File: src/rtl/packed_rgb_strip_unpacker_unit_defines.svh
// Assertion macros for the packed RGB strip unpacker.
// Included by the modules that carry concurrent checks; no other dependencies.
`ifndef PACKED_RGB_STRIP_UNPACKER_UNIT_DEFINES_SVH
`define PACKED_RGB_STRIP_UNPACKER_UNIT_DEFINES_SVH

// Same-cycle implication, disabled during reset.
`define PRSU_ASSERT_IMP(lbl, clk, rstn, ante, cons) \
    lbl: assert property (@(posedge clk) disable iff (!rstn) (ante) |-> (cons)) \
        else $error("prsu check failed");

// Next-cycle implication, disabled during reset.
`define PRSU_ASSERT_NXT(lbl, clk, rstn, ante, cons) \
    lbl: assert property (@(posedge clk) disable iff (!rstn) (ante) |=> (cons)) \
        else $error("prsu check failed");

`endif

File: src/rtl/prsu_pkg.sv
// Shared types and constants of the packed RGB strip unpacker.
// No dependencies; imported by every module of the block.
package prsu_pkg;

    // Group geometry
    localparam int GROUP_BYTES = 12;
    localparam int HELD_N      = GROUP_BYTES - 1;

    // Configuration register indexes
    localparam logic [1:0] CFG_MODE  = 2'd0;
    localparam logic [1:0] CFG_SPP   = 2'd1;
    localparam logic [1:0] CFG_LIMIT = 2'd2;

    // Sample width codes (anything else acts as 16 bits)
    localparam logic [1:0] MODE_8  = 2'd0;
    localparam logic [1:0] MODE_12 = 2'd1;

    // Samples per pixel codes; anything but RGBA acts as RGB
    localparam logic [2:0] SPP_RGB  = 3'd3;
    localparam logic [2:0] SPP_RGBA = 3'd4;

    typedef struct packed {
        logic [1:0]  mode;
        logic [2:0]  spp;
        logic [23:0] limit;
    } t_cfg;

    typedef struct packed {
        logic [11:0] red;
        logic [11:0] green;
        logic [11:0] blue;
        logic        run_last;
        logic        image_done;
    } t_pixel;

    // Results of one processed item toward the result queue
    typedef struct packed {
        logic [1:0] num;
        t_pixel     pix0;
        t_pixel     pix1;
    } t_push;

endpackage

File: src/rtl/prsu_cfg.sv
// Configuration register file of the packed RGB strip unpacker.
// Depends on prsu_pkg.
module prsu_cfg (
    input  logic           i_clk,
    input  logic           i_rst_n,
    input  logic           i_cfg_valid,
    output logic           o_cfg_ready,
    input  logic [1:0]     i_cfg_index,
    input  logic [23:0]    i_cfg_data,
    output prsu_pkg::t_cfg o_cfg
);
    import prsu_pkg::*;

    t_cfg r_cfg;

    assign o_cfg_ready = 1'b1;
    assign o_cfg       = r_cfg;

    // Register writes; unknown indexes are ignored
    always_ff @(posedge i_clk) begin
        if (!i_rst_n) begin
            r_cfg.mode  <= MODE_8;
            r_cfg.spp   <= SPP_RGB;
            r_cfg.limit <= '0;
        end else if (i_cfg_valid) begin
            unique case (i_cfg_index)
                CFG_MODE:  r_cfg.mode  <= i_cfg_data[1:0];
                CFG_SPP:   r_cfg.spp   <= i_cfg_data[2:0];
                CFG_LIMIT: r_cfg.limit <= i_cfg_data;
                default:   ;
            endcase
        end
    end

endmodule

File: src/rtl/prsu_core.sv
// Input register, group assembly and pixel formatting of the strip unpacker.
// Depends on prsu_pkg and the assertion macro header.
module prsu_core (
    input  logic            i_clk,
    input  logic            i_rst_n,
    input  prsu_pkg::t_cfg  i_cfg,
    input  logic            i_valid,
    output logic            o_stall,
    input  logic [7:0]      i_data_byte,
    input  logic            i_strip_end,
    input  logic            i_space,
    output prsu_pkg::t_push o_push
);
    import prsu_pkg::*;
    `include "packed_rgb_strip_unpacker_unit_defines.svh"

    function automatic logic [11:0] hi12(input logic [7:0] a, input logic [7:0] b);
        return {a, b[7:4]};
    endfunction

    function automatic logic [11:0] lo12(input logic [7:0] a, input logic [7:0] b);
        return {a[3:0], b};
    endfunction

    function automatic logic [11:0] le16(input logic [7:0] lo, input logic [7:0] hi);
        return {hi, lo[7:4]};
    endfunction

    // Input register
    logic       r_in_valid;
    logic [7:0] r_byte;
    logic       r_end;

    // Group state
    logic [3:0]  r_pos;
    logic [7:0]  r_held [HELD_N];
    logic [23:0] r_cnt;

    logic        fire;
    logic        is8, is12, rgba;
    logic [3:0]  len;
    logic [3:0]  pos;
    logic        complete;
    logic [7:0]  g [GROUP_BYTES];
    logic        fit;
    logic [23:0] cnt1, cnt2;
    logic        done0, done1;
    t_push       push;
    logic [3:0]  n_pos;
    logic [23:0] n_cnt;

    assign fire    = r_in_valid && i_space;
    assign o_stall = r_in_valid && !i_space;

    // Group layout from the current configuration
    always_comb begin
        is8  = (i_cfg.mode == MODE_8);
        is12 = (i_cfg.mode == MODE_12);
        rgba = (i_cfg.spp == SPP_RGBA);
        if (is8)       len = rgba ? 4'd4 : 4'd3;
        else if (is12) len = rgba ? 4'd12 : 4'd9;
        else           len = rgba ? 4'd8 : 4'd6;
        pos      = (r_pos > 4'(HELD_N)) ? 4'(HELD_N) : r_pos;
        complete = ({1'b0, pos} + 5'd1) >= {1'b0, len};
    end

    // Group bytes: held bytes with the current byte dropped in at its place
    always_comb begin
        for (int i = 0; i < HELD_N; i++) begin
            g[i] = r_held[i];
        end
        g[GROUP_BYTES-1] = 8'h00;
        g[pos] = r_byte;
    end

    // Pixel formatting and limit check
    always_comb begin
        cnt1  = r_cnt + 24'd1;
        cnt2  = r_cnt + 24'd2;
        done0 = (cnt1 == i_cfg.limit);
        done1 = (cnt2 == i_cfg.limit);
        fit   = is12 ? (({1'b0, r_cnt} + 25'd1) < {1'b0, i_cfg.limit})
                     : (r_cnt < i_cfg.limit);
        push  = '0;
        if (is8) begin
            push.pix0.red   = {g[0], 4'h0};
            push.pix0.green = {g[1], 4'h0};
            push.pix0.blue  = {g[2], 4'h0};
            push.pix0.run_last = 1'b1;
        end else if (is12) begin
            push.pix0.red   = hi12(g[0], g[1]);
            push.pix0.green = lo12(g[1], g[2]);
            push.pix0.blue  = hi12(g[3], g[4]);
            if (rgba) begin
                push.pix1.red   = hi12(g[6], g[7]);
                push.pix1.green = lo12(g[7], g[8]);
                push.pix1.blue  = hi12(g[9], g[10]);
            end else begin
                push.pix1.red   = lo12(g[4], g[5]);
                push.pix1.green = hi12(g[6], g[7]);
                push.pix1.blue  = lo12(g[7], g[8]);
            end
            push.pix1.run_last   = 1'b1;
            push.pix1.image_done = done1;
        end else begin
            push.pix0.red   = le16(g[0], g[1]);
            push.pix0.green = le16(g[2], g[3]);
            push.pix0.blue  = le16(g[4], g[5]);
            push.pix0.run_last = 1'b1;
        end
        push.pix0.image_done = done0;
        if (fire && complete && fit) push.num = is12 ? 2'd2 : 2'd1;
    end

    assign o_push = push;

    // Next group position and pixel count
    always_comb begin
        n_pos = r_pos;
        n_cnt = r_cnt;
        if (fire) begin
            if (complete) n_pos = '0;
            else          n_pos = r_end ? 4'd0 : pos + 4'd1;
            if (push.num == 2'd2)      n_cnt = cnt2;
            else if (push.num == 2'd1) n_cnt = cnt1;
        end
    end

    // Control registers
    always_ff @(posedge i_clk) begin
        if (!i_rst_n) begin
            r_in_valid <= 1'b0;
            r_pos      <= '0;
            r_cnt      <= '0;
        end else begin
            if (!o_stall) r_in_valid <= i_valid;
            r_pos <= n_pos;
            r_cnt <= n_cnt;
        end
    end

    // Payload registers
    always_ff @(posedge i_clk) begin
        if (!o_stall) begin
            r_byte <= i_data_byte;
            r_end  <= i_strip_end;
        end
        if (fire && !complete) r_held[pos] <= r_byte;
    end

    `PRSU_ASSERT_IMP(a_pos_range, i_clk, i_rst_n, 1'b1, r_pos <= 4'(HELD_N))
    `PRSU_ASSERT_NXT(a_group_restart, i_clk, i_rst_n, fire && complete, r_pos == 4'd0)
    `PRSU_ASSERT_IMP(a_push_only_on_fire, i_clk, i_rst_n, push.num != 2'd0, fire && complete)

endmodule

File: src/rtl/prsu_fifo.sv
// Result queue of the strip unpacker: takes up to two pixels a cycle.
// Depends on prsu_pkg and the assertion macro header.
module prsu_fifo (
    input  logic            i_clk,
    input  logic            i_rst_n,
    input  prsu_pkg::t_push i_push,
    output logic            o_space,
    output logic            o_valid,
    input  logic            i_stall,
    output prsu_pkg::t_pixel o_pixel
);
    import prsu_pkg::*;
    `include "packed_rgb_strip_unpacker_unit_defines.svh"

    localparam int DEPTH = 4;
    localparam int AW    = $clog2(DEPTH);

    t_pixel          r_mem [DEPTH];
    logic [AW-1:0]   r_wp, r_rp;
    logic [AW:0]     r_count;
    logic            pop;
    logic [AW-1:0]   wp1;

    assign o_valid = (r_count != '0);
    assign o_pixel = r_mem[r_rp];
    assign pop     = o_valid && !i_stall;
    // Room for a full pair, judged from registered fill only
    assign o_space = (r_count <= (AW+1)'(DEPTH - 2));
    assign wp1     = r_wp + AW'(1);

    // Pointers and fill count
    always_ff @(posedge i_clk) begin
        if (!i_rst_n) begin
            r_wp    <= '0;
            r_rp    <= '0;
            r_count <= '0;
        end else begin
            r_wp    <= r_wp + AW'(i_push.num);
            if (pop) r_rp <= r_rp + AW'(1);
            r_count <= r_count + (AW+1)'(i_push.num) - (AW+1)'(pop);
        end
    end

    // Entry storage
    always_ff @(posedge i_clk) begin
        if (i_push.num != 2'd0) r_mem[r_wp] <= i_push.pix0;
        if (i_push.num == 2'd2) r_mem[wp1]  <= i_push.pix1;
    end

    `PRSU_ASSERT_IMP(a_fill_bound, i_clk, i_rst_n, 1'b1, r_count <= (AW+1)'(DEPTH))
    `PRSU_ASSERT_IMP(a_no_overflow, i_clk, i_rst_n, i_push.num != 2'd0, o_space)
    `PRSU_ASSERT_NXT(a_pop_drains, i_clk, i_rst_n, pop && (i_push.num == 2'd0), r_count == $past(r_count) - (AW+1)'(1))

endmodule

File: src/rtl/packed_rgb_strip_unpacker_unit.sv
// Packed RGB strip unpacker: one raw strip byte per item in, 12-bit RGB pixels out.
// Takes a byte in every cycle unless stalled; each byte is registered, then assembled into
// its sample group and, when it completes the group, formatted into one pixel (8- and
// 16-bit samples) or two pixels (12-bit packed pairs) that enter a four-entry result
// queue in the same step. The sustained rate is one byte per cycle while the queue has
// room, set by the combinational path from the input register through group assembly
// into the queue; the byte input stalls only when the queue holds more than two pixels.
// The first pixel a byte causes passes through the input register and then the result
// queue on its way to the output; the second pixel of a pair follows it out of the queue.
// Configuration writes are always ready and are registered before they take effect;
// write them only while no item is in flight.
// Depends on prsu_pkg, prsu_cfg, prsu_core and prsu_fifo.
module packed_rgb_strip_unpacker_unit (
    input  logic        i_clk,
    input  logic        i_rst_n,
    // Byte input
    input  logic        i_valid,
    output logic        o_stall,
    input  logic [7:0]  i_data_byte,
    input  logic        i_strip_end,
    // Pixel output
    output logic        o_valid,
    input  logic        i_stall,
    output logic [11:0] o_red,
    output logic [11:0] o_green,
    output logic [11:0] o_blue,
    output logic        o_run_last,
    output logic        o_image_done,
    // Configuration writes
    input  logic        i_cfg_valid,
    output logic        o_cfg_ready,
    input  logic [1:0]  i_cfg_index,
    input  logic [23:0] i_cfg_data
);
    import prsu_pkg::*;

    t_cfg   cfg;
    t_push  push;
    t_pixel pixel;
    logic   space;

    prsu_cfg u_cfg (
        .i_clk       (i_clk),
        .i_rst_n     (i_rst_n),
        .i_cfg_valid (i_cfg_valid),
        .o_cfg_ready (o_cfg_ready),
        .i_cfg_index (i_cfg_index),
        .i_cfg_data  (i_cfg_data),
        .o_cfg       (cfg)
    );

    prsu_core u_core (
        .i_clk       (i_clk),
        .i_rst_n     (i_rst_n),
        .i_cfg       (cfg),
        .i_valid     (i_valid),
        .o_stall     (o_stall),
        .i_data_byte (i_data_byte),
        .i_strip_end (i_strip_end),
        .i_space     (space),
        .o_push      (push)
    );

    prsu_fifo u_fifo (
        .i_clk   (i_clk),
        .i_rst_n (i_rst_n),
        .i_push  (push),
        .o_space (space),
        .o_valid (o_valid),
        .i_stall (i_stall),
        .o_pixel (pixel)
    );

    assign o_red        = pixel.red;
    assign o_green      = pixel.green;
    assign o_blue       = pixel.blue;
    assign o_run_last   = pixel.run_last;
    assign o_image_done = pixel.image_done;

endmodule
File: config.mk
export PLATFORM = sky130hd
export DESIGN_NAME = packed_rgb_strip_unpacker_unit
export DESIGN_NICKNAME = d
export VERILOG_FILES = /design/src/rtl/prsu_pkg.sv /design/src/rtl/prsu_cfg.sv /design/src/rtl/prsu_core.sv /design/src/rtl/prsu_fifo.sv /design/src/rtl/packed_rgb_strip_unpacker_unit.sv
export VERILOG_INCLUDE_DIRS = /design/src /design/src/rtl
export SDC_FILE = /design/constraint.sdc
export NUM_CORES = 1
export LEC_CHECK = 0
export BUFFER_PORTS_ARGS = -buffer_cell sky130_fd_sc_hd__buf_2
export CAP_MARGIN = 20
export CORE_UTILIZATION = 57
export DETAILED_ROUTE_END_ITERATION = 6
export GPL_TIMING_DRIVEN = 0
export MAX_ROUTING_LAYER = met4
export PLACE_DENSITY = 0.75
export SETUP_SLACK_MARGIN = 0.1
export SYNTH_ARGS = -nofsm -noshare
export SYNTH_HDL_FRONTEND = slang
export SYNTH_HIERARCHICAL = 1
export SYNTH_SLANG_ARGS = --single-unit
File: constraint.sdc
create_clock -name i_clk -period 7.15 [get_ports i_clk]
set_input_delay 0.3575 -clock i_clk [delete_from_list [all_inputs] [get_ports i_clk]]
set_output_delay 0.3575 -clock i_clk [all_outputs]
set_load 0.01 [all_outputs]
# Word-level counts from Yosys, hierarchy flattened
# Memories as Yosys holds them, arrays and structs flattened. A register that Yosys moved wholly into a read port is not among the register bits.
# Index checks and enable logic that the tools add are counted.
word_totals:
  regBits: 74
  mem_bits_rw: 240
  input_bits: 40
  output_inout_bits: 41
  n_memories: 2
classes:
  add_sub_neg: 10
  order_cmp: 7
  eq_ne: 8
  muxes: 30
  bitwise: 1
  reduce_logical: 19
memory_table:
  columns: ["memory", "words", "word_bits", "rd", "rd_ports_with_merged_regs", "write_ports", "line", "rtl"]
  rows:
  - ["u_fifo.r_mem", 4, 38, 1, 1, 2, "prsu_fifo.sv:18", "t_pixel r_mem [DEPTH];"]
  - ["u_core.r_held", 11, 8, 11, 0, 1, "prsu_core.sv:36", "logic [7:0] r_held [HELD_N];"]
ops:
  columns: ["cell", "n"]
  rows:
  - ["$bwmux 96", 1]
  - ["$mux 38", 2]
  - ["$mux 36", 2]
  - ["$eq 24x24->1", 2]
  - ["$mux 24", 2]
  - ["$mux 37", 1]
  - ["$demux 8 s4", 1]
  - ["$add 24x1->25 const B", 1]
  - ["$lt 25x24->1", 1]
  - ["$add 24x1->24 const B", 1]
  - ["$add 24x2->24 const B", 1]
  - ["$lt 24x24->1", 1]
  - ["$mux 4", 6]
  - ["$mux 1", 8]
  - ["$mux 2", 4]
  - ["$mux 8", 1]
  - ["$reduce_and 2->1", 4]
  - ["$logic_and 1x1->1", 7]
  - ["$eq 2x1->1 const B", 3]
  - ["$mux 3", 2]
  - ["$add 4x1->5 const B", 1]
  - ["$ge 5x4->1", 1]
  - ["$ge 5x5->1 const B", 1]
  - ["$lt 5x1->1 const B", 1]
  - ["other kinds (14)", 20]

# Longest topological paths before layout
# Gate-level depths: netlist of the first run.
logic_depth:
  word_depth: 11
  ltp_mapped: 22
  mapped_depth_nobuf: 21

# Hierarchy
# The synthesis of the first run kept the hierarchy.
by_module_without_submodules:
  columns: ["mod", "instances", "cells_per_inst", "area_per_inst_um2", "seq_area_each_um2"]
  rows:
  - ["prsu_core", 1, 993, 9029.9, 3373.2]
  - ["prsu_fifo", 1, 420, 7972.6, 4744.6]
  - ["prsu_cfg", 1, 127, 1196.1, 580.6]

# Worst setup path before layout of the first run
# No wires, ideal clock.
synth_path:
  kind: "reg2reg"
  from: "register u_core.r_cnt[1]"
  to: "memory u_fifo/r_mem[0][0] (netlist name), enable pin"
  setup_time_ns: 0.491
  t_arrival_ns: 6.742
  slack_ns: -0.083
  stages_incl_launch_ff: 17
  period_less_slack_ns: 7.233
  path_cell_list: "dfxtp_1 ha_1 nand3_4 or3_1 nor4_2 nor3b_2 nand2_1 xnor2_1 ha_1 a211o_1 a41oi_1 o221a_2 nand3_1 inv_2 buf_2 nor2_1 o31ai_1"
synth_rtl:
  columns: ["element", "line", "rtl"]
  rows:
  - ["start: declaration", "prsu_core.sv:37", "logic [23:0] r_cnt;"]
  - ["start signal: assignment", "prsu_core.sv:138", "r_cnt <= n_cnt;"]
  - ["end: declaration", "prsu_fifo.sv:18", null]

==> reports/metrics.csv, run 1 <==
stage,metric,value,unit
pwr,Pwr Density,225,mW/mm²
yosys,most numerous cell in the Yosys netlist,edfxtp_1,
yosys,"Cell Area, Synth",0.0182,mm²
pwr,combinational share of power,0.168,
pwr,share of power burned in registers,0.451,
pwr,peak supply drop,0.000177,V
die,Core Rows,65,
layout,Multi-input gate area,0.00879,mm²
pwr,Clock Power Share,0.381,
die,Starting Density,0.578,
critical_path,CP required,7.36,ns
grt,initial antenna violation count,0,
sta,final slew viol count,0,
yosys,synth unique cells,85,
grt,GRT overflow,0,
yosys,Compound-Gate Fraction of Synth Area,0.0793,
pwr,Pleak,7.78,nW
pwr,Final Total Pwr,4.61,mW
yosys,Post-synth top cells,"edfxtp_1, nand2_1, mux2i_1",
drt,DR vias/cell,6.39,
yosys,ranking of synthesized cells by area,"edfxtp_1, dfxtp_1, mux2_2",
clocking,clock transition at the registers of the reported paths,0.06,ns
sta,Final Hold Fails,0,
sta,endpoints failing setup,0,
sta,Fin Clk Skew,0.0148,ns
layout,"Core Util, Final",0.649,
die,Die ar.,0.0326,mm²
critical_path,Worst R2R Path Depth,20,
critical_path,Buffers & Inverters on Critical Path,5,
critical_path,critical path's top delay family,simple AND/OR/NAND/NOR gates,
grt,largest net degree at the start of global routing,31,
drt,highest routed layer,met4,
clocking,clk root buf,clkbuf_16,
clocking,setup repair bufs after CTS,0,
run_status,status,"complete, no violations",
drt,DRC viols,0,
grt,gr usage total,0.328,
die,number of top-level pins,81,
yosys,Synth Area in XOR/XNOR,0.0277,
sta,max frequency,148,MHz
pwr,Pint,3.40,mW
sta,RSZ-0062 raised after global routing,false,
yosys,sequential share of the synthesized area,0.478,
yosys,number of enable flip-flop cells after synthesis,245,
drt,met2 WL,24200,µm
yosys,Synth area leader,edfxtp_1,
clocking,CTS H-tree lvls,2,
critical_path,reg2reg end,u_fifo/r_mem[2][19],
clocking,cts hold-fix bufs,7,
critical_path,"Arr. time, crit path",6.98,ns
yosys,top cell type's share of synthesized area,0.404,
placement,DP HPWL,37800,µm
placement,IO buf count,79,
critical_path,delay of the slowest critical-path stage,0.63,ns
critical_path,crit path kind,flip-flop to flip-flop,
clocking,clock buffer count from CTS,35,
flow_run,Max Cap Viol,0,
clocking,CTS tree,yes,
yosys,Ys Warns,6,
layout,area occupied by registers,0.00870,mm²
critical_path,CP max stage cell,nor4_2,
drt,drt first pass iters,7,
critical_path,R2R Setup Slk,0.38,ns
yosys,syn nets,1645,
pwr,P_sw,1.20,mW
drt,Routed met3 length,4880,µm
worst_hold_path,Hold Path Origin,i_data_byte[2],
grt,global-route wire length before repair,78300,µm
sta,Worst-Margin Slew,1.20,ns
drt,total number of vias,13400,
clocking,Clock Latency Late Sink,0.52,ns
clocking,Longest Clk Path Bufs,3,
critical_path,Worst setup EP type,flip-flop,
die,DIE HEIGHT,181,µm
drt,post-route ant nets,0,
worst_hold_path,Worst Hold End,u_core/r_byte[2],
layout,layout cells sized above 1,0.218,
critical_path,"Cell Chain, Critical Path",ha_1 > nand3_4 > or3_1 > nor4_2 > nor3b_2 > nand2_1 > xnor2_1 > ha_1 > a211o_1 > a41oi_1 > o221a_2 > nand3_1 > inv_2 > buf_2 > nor2b_4 > and3b_4 > buf_6 > buf_6 > a21o_2 > buf_12,
layout,diode count,0,
yosys,"Top FF cell, synth",edfxtp_1,
critical_path,Critical R2R Launch,u_core/r_cnt[1],
worst_hold_path,hold path depth,1,
critical_path,critical path startpoint category,flip-flop,
critical_path,crit path from,u_core/r_cnt[1],
yosys,synthesis-stage register bit count,312,
layout,nets,1776,
yosys,mux cell area share after synthesis,0.209,
yosys,cell count after synthesis,1540,
drt,Routed met1 length,21300,µm
sta,"Min Clock Period, post-route",6.77,ns
drt,Iteration-0 DRC Markers,1342,
sta,Slew Limit Headroom,0.202,
yosys,simple-gate share of the synthesized area,0.120,
grt,vias in the first global route,13200,
layout,filler cell count,2399,
pwr,sw frac,0.261,
clocking,clk sink count,312,
clocking,post-cts sizing count,0,
placement,RePlAce Congestion,1.00,
drt,WL per Instance,24.8,µm
die,core area,0.0315,mm²
yosys,syn_area_per_cell,11.8,µm²
critical_path,CP Max Fanout,30,
die,die width,181,µm
drt,Routed WL,52000,µm
sta,fin crit share,0.947,
yosys,Post-synth ARST share,0,
yosys,largest family of logic cells by synthesized area,multiplexers,
yosys,Post-Synth Adder-Cell Area,0.0451,
layout,Synth-to-Final Area Change,12.3,%
worst_hold_path,min-delay worst type,input pin to flip-flop,
-- how the worst max path moves through the flow --
stage                           to  slack (ns)  cells after the start
2_1_floorplan   u_fifo/r_mem[3][0]        0.94                     17
3_3_place_gp   u_fifo/r_mem[3][25]       -1.78                     18
6_report       u_fifo/r_mem[2][19]        0.38                     20
5_1_grt        u_fifo/r_mem[2][27]        0.24                     20
4_1_cts        u_fifo/r_mem[2][25]        0.53                     20
3_5_place_dp   u_fifo/r_mem[2][25]        0.54                     20
-- power groups by stage --
stage,sequential (mW),combinational (mW),clock [mW]
after floorplan,2.09,0.528,0
after global placement,2.11,0.745,0
after detailed placement,2.12,0.767,0
after CTS,2.08,0.774,1.78
after global routing,2.08,0.832,1.84
final,2.08,0.773,1.75
-- layout by cell type (no fill, tap or decap), drive strengths merged, types with 9 or more instances in the layout --
cell type and n:
nand3 26, nand2 171, nand2b 12, inv 50, mux2 157, nor2 83
ha 64, o21ai 27, clkbuf 110, dfxtp 67, buf 134, xor2 18
or3 9, xnor2 37, edfxtp 245, o22ai 15, nand4 26, nor4 10
a31oi 12, mux2i 103, a21oi 47, and2 10, mux4 38, and3 32
a211oi 44, nor3 22
-- cells by family after synthesis --
family / after synthesis
XOR/XNOR: 56
flip-flops: 312
AND/OR/NAND/NOR: 438
other: 1
adder cells (fa/ha/maj): 65
multiplexers: 298
buffers and inverters: 158
AO/OA/AOI/OAI: 212
-- flip-flops by register name, indices dropped and copies added (netlist names), named ones only --
name,flops
u_core/r_byte,8
u_core/r_held,84
u_core/r_in_valid,1
u_core/r_pos,4
u_fifo/r_rp,2
u_fifo/r_count,3
u_fifo/r_mem,152
u_core/r_cnt,24
u_fifo/r_wp,2
u_core/r_end,1
u_cfg/o_cfg,29
-- per-layer routing --
metal / vias up / GRT usage
li1: 6058 / -
met1: 6557 / 0.427
met2: 677 / 0.519
met3: 120 / 0.0620
met4: 0 / 0.106
met5: - / -
-- stage by stage --
stage / worst slack, ns / hold WS [ns] / instance area [µm²] / std cells / TNS (ns)
floorplan: 0.936 / 0.430 / 18200 / 1540 / 0
global placement: -1.78 / 0.445 / 19100 / 2021 / -202.65
detailed placement: 0.544 / 0.450 / 19200 / 2027 / 0
CTS: 0.534 / 0.00490 / 20400 / 2097 / 0
global route: 0.239 / 0.00344 / 20400 / 2099 / 0
finish: 0.378 / 0.0149 / 20400 / 2099 / 0
-- final cells by class --
cell class | instances | area share
Clock inverter | 14 | 0.00814
Timing Repair Buffer | 94 | 0.0291
Multi-Input combinational cell | 1070 | 0.430
Sequential cell | 312 | 0.426
Inverter | 50 | 0.00919
Buffer | 108 | 0.0273
Clock buffer | 49 | 0.0459
Tap cell | 402 | 0.0246
(Power assumes the default switching activity.)
==> inputs of run 2 (changes only) <==
PLACE_DENSITY = not set   (was 0.75)
PLACE_DENSITY_LB_ADDON = 0.1   (was not set)
==> reports/metrics.csv, run 2 (synthesized netlist as in run 1, its figures left out) <==
stage,metric,value,unit,change
pwr,combinational share of power,0.171,,+0.003
clocking,clock transition at the registers of the reported paths,0.06,ns,about the same
grt,GRT overflow,0,,unchanged
drt,total number of vias,13300,,-0.98%
clocking,clk sink count,312,,unchanged
pwr,sw frac,0.267,,+0.00578
clocking,clock buffer count from CTS,35,,unchanged
layout,Synth-to-Final Area Change,11.6,%,
grt,largest net degree at the start of global routing,27,,-13%
sta,final slew viol count,0,,unchanged
layout,fin area,0.0203,mm²,-0.59%
clocking,CTS H-tree lvls,2,,unchanged
clocking,CTS tree,yes,,
critical_path,critical path startpoint category,flip-flop,,
pwr,peak supply drop,0.000211,V,+19%
pwr,Clock Power Share,0.370,,-0.011
pwr,Pleak,7.75,nW,-0.40%
placement,RePlAce Congestion,0.978,,-2.3%
placement,Placed Cells,2026,,-0.049%
drt,post-route ant nets,0,,unchanged
drt,drt first pass iters,5,,-2
drt,Iteration-0 DRC Markers,1553,,+16%
grt,vias in the first global route,12800,,-3.0%
sta,"Min Clock Period, post-route",6.75,ns,-0.0236 ns
sta,Slew Limit Headroom,0.207,,+0.00440
sta,Final Hold Fails,0,,unchanged
drt,Routed WL,52100,µm,+0.10%
die,number of top-level pins,81,,unchanged
flow_run,Max Cap Viol,0,,unchanged
pwr,share of power burned in registers,0.459,,+0.008
sta,Worst-Margin Slew,1.18,ns,-0.0137 ns
sta,RSZ-0062 raised after global routing,false,,
layout,"commonest non-fill, non-tap cell in the layout",edfxtp_1,,
layout,max FFs per register,152,,unchanged
die,Die ar.,0.0326,mm²,unchanged
layout,nets,1767,,-0.51%
sta,max frequency,148,MHz,+0.35%
sta,fin crit share,0.944,,-0.00331
pwr,Pwr Density,223,mW/mm²,-1.1%
placement,DP Area,0.0192,mm²,about the same
clocking,Longest Clk Path Bufs,3,,unchanged
worst_hold_path,min-delay worst type,input pin to flip-flop,,
critical_path,"Arr. time, crit path",6.97,ns,about the same
clocking,Clock Latency Late Sink,0.52,ns,about the same
critical_path,CP Max Fanout,23,,-23%
sta,TNS Setup,0,ns,unchanged
drt,WL per Instance,24.9,µm,+0.48%
run_status,status,"complete, no violations",,
clocking,clk root buf,clkbuf_16,,
placement,IO buf count,79,,unchanged
grt,initial antenna violation count,1,,+1
critical_path,crit path kind,flip-flop to flip-flop,,
sta,endpoints failing setup,0,,unchanged
critical_path,CP required,7.37,ns,about the same
layout,"commonest cells after routing, fill and taps aside","edfxtp_1, nand2_1, mux2i_1",,
die,die width,181,µm,unchanged
pwr,Pint,3.32,mW,-2.5%
die,Starting Density,0.578,,unchanged
critical_path,Worst setup EP type,flip-flop,,
die,core area,0.0315,mm²,unchanged
grt,gr usage total,0.329,,+0.000609
sta,Fin Clk Skew,0.00864,ns,-0.00616 ns
drt,DR vias/cell,6.35,,-0.60%
layout,filler cell count,2467,,+2.8%
drt,DRC viols,0,,unchanged
die,Core Rows,65,,unchanged
pwr,P_sw,1.21,mW,+0.44%
placement,DP HPWL,38500,µm,+1.7%
layout,register name with the most flops,u_fifo/r_mem,,
grt,global-route wire length before repair,78300,µm,about the same
layout,Non-Filler Instances,2091,,-0.38%
die,DIE HEIGHT,181,µm,unchanged
layout,layout cells sized above 1,0.220,,+0.00235
pwr,Final Total Pwr,4.53,mW,-1.7%
clocking,setup repair bufs after CTS,0,,unchanged
run 2: cell count changes in the layout (fill, tap and decap cells not counted), sizes merged:
cell / delta
clkinv: +6
buf: -1
diode: +1
dlygate4sd3: -7
bufinv: -3
clkbuf: -3
clkinvlp: -1
run 2: final cells by class:
type / count / area (µm²) / area share
well taps: 402 / 503 / 0.0248
clock inverters: 16 / 98.8 / 0.00487
clock buffers: 47 / 962 / 0.0474
multi-input cells: 1070 / 8790 / 0.433
repair buffers: 86 / 510 / 0.0251
plain buffers: 107 / 553 / 0.0272
diodes: 1 / 2.50 / 0.000123
inverters: 50 / 188 / 0.00924
flip-flops and latches: 312 / 8700 / 0.428
run 2: timing repair:
item                                    in CTS  in global routing
gates resized for setup                      0                  1
hold buffers                                 0                  0
endpoints found under the setup margin       0                103
run 2: final timing paths:
| path | start | cells past startpoint | endpoint | slack, ns |
|---|---|---|---|---|
| min reg2reg | u_cfg/o_cfg[26] | 2 | u_cfg/o_cfg[26] | 0.45 |
| min | i_data_byte[2] | 1 | u_core/r_byte[2] | 0.01 |
| max | u_core/r_cnt[1] | 20 | u_fifo/r_mem[2][25] | 0.40 |
| max reg2reg | u_core/r_cnt[1] | 20 | u_fifo/r_mem[2][25] | 0.40 |
run 2: power groups by stage:
stage,clock network (mW),logic [mW],registers [mW]
2_1_floorplan,0,0.528,2.09
3_3_place_gp,0,0.750,2.11
3_5_place_dp,0,0.766,2.11
4_1_cts,1.70,0.771,2.08
5_1_grt,1.78,0.831,2.08
6_report,1.68,0.773,2.08
run 2: through the flow:
stage	setup WS (ns)	hold WS [ns]	util
CTS	0.310	0.00156	0.645
global placement	-1.77	0.442	0.607
floorplan	0.936	0.430	-
detailed placement	0.335	0.447	0.611
finish	0.401	0.0134	0.645
global route	0.214	0.000376	0.645
run 2: routing by layer:
| metal | vias to the layer above | global-route usage | share of wire |
|---|---|---|---|
| met4 | 0 | 0.0940 | 0.027 |
| met1 | 6459 | 0.462 | 0.44 |
| met2 | 683 | 0.488 | 0.44 |
| met5 | - | - | 0 |
| met3 | 109 | 0.0606 | 0.096 |
| li1 | 6030 | - | - |
run 2: worst max-delay path, stage by stage (launching register included):
cell and delay [ns]:
dfxtp_1 0.59, ha_1 0.43, nand3_4 0.18, or3_1 0.52, nor4_4 0.52, nor3b_2 0.41
nand2_1 0.12, xnor2_1 0.17, ha_1 0.32, a211o_1 0.27, a41oi_1 0.22, o221a_2 0.27
nand3_1 0.31, inv_2 0.16, buf_2 0.36, nor2b_4 0.26, and3b_4 0.25, buf_6 0.18
buf_6 0.21, a21o_2 0.41, buf_12 0.25
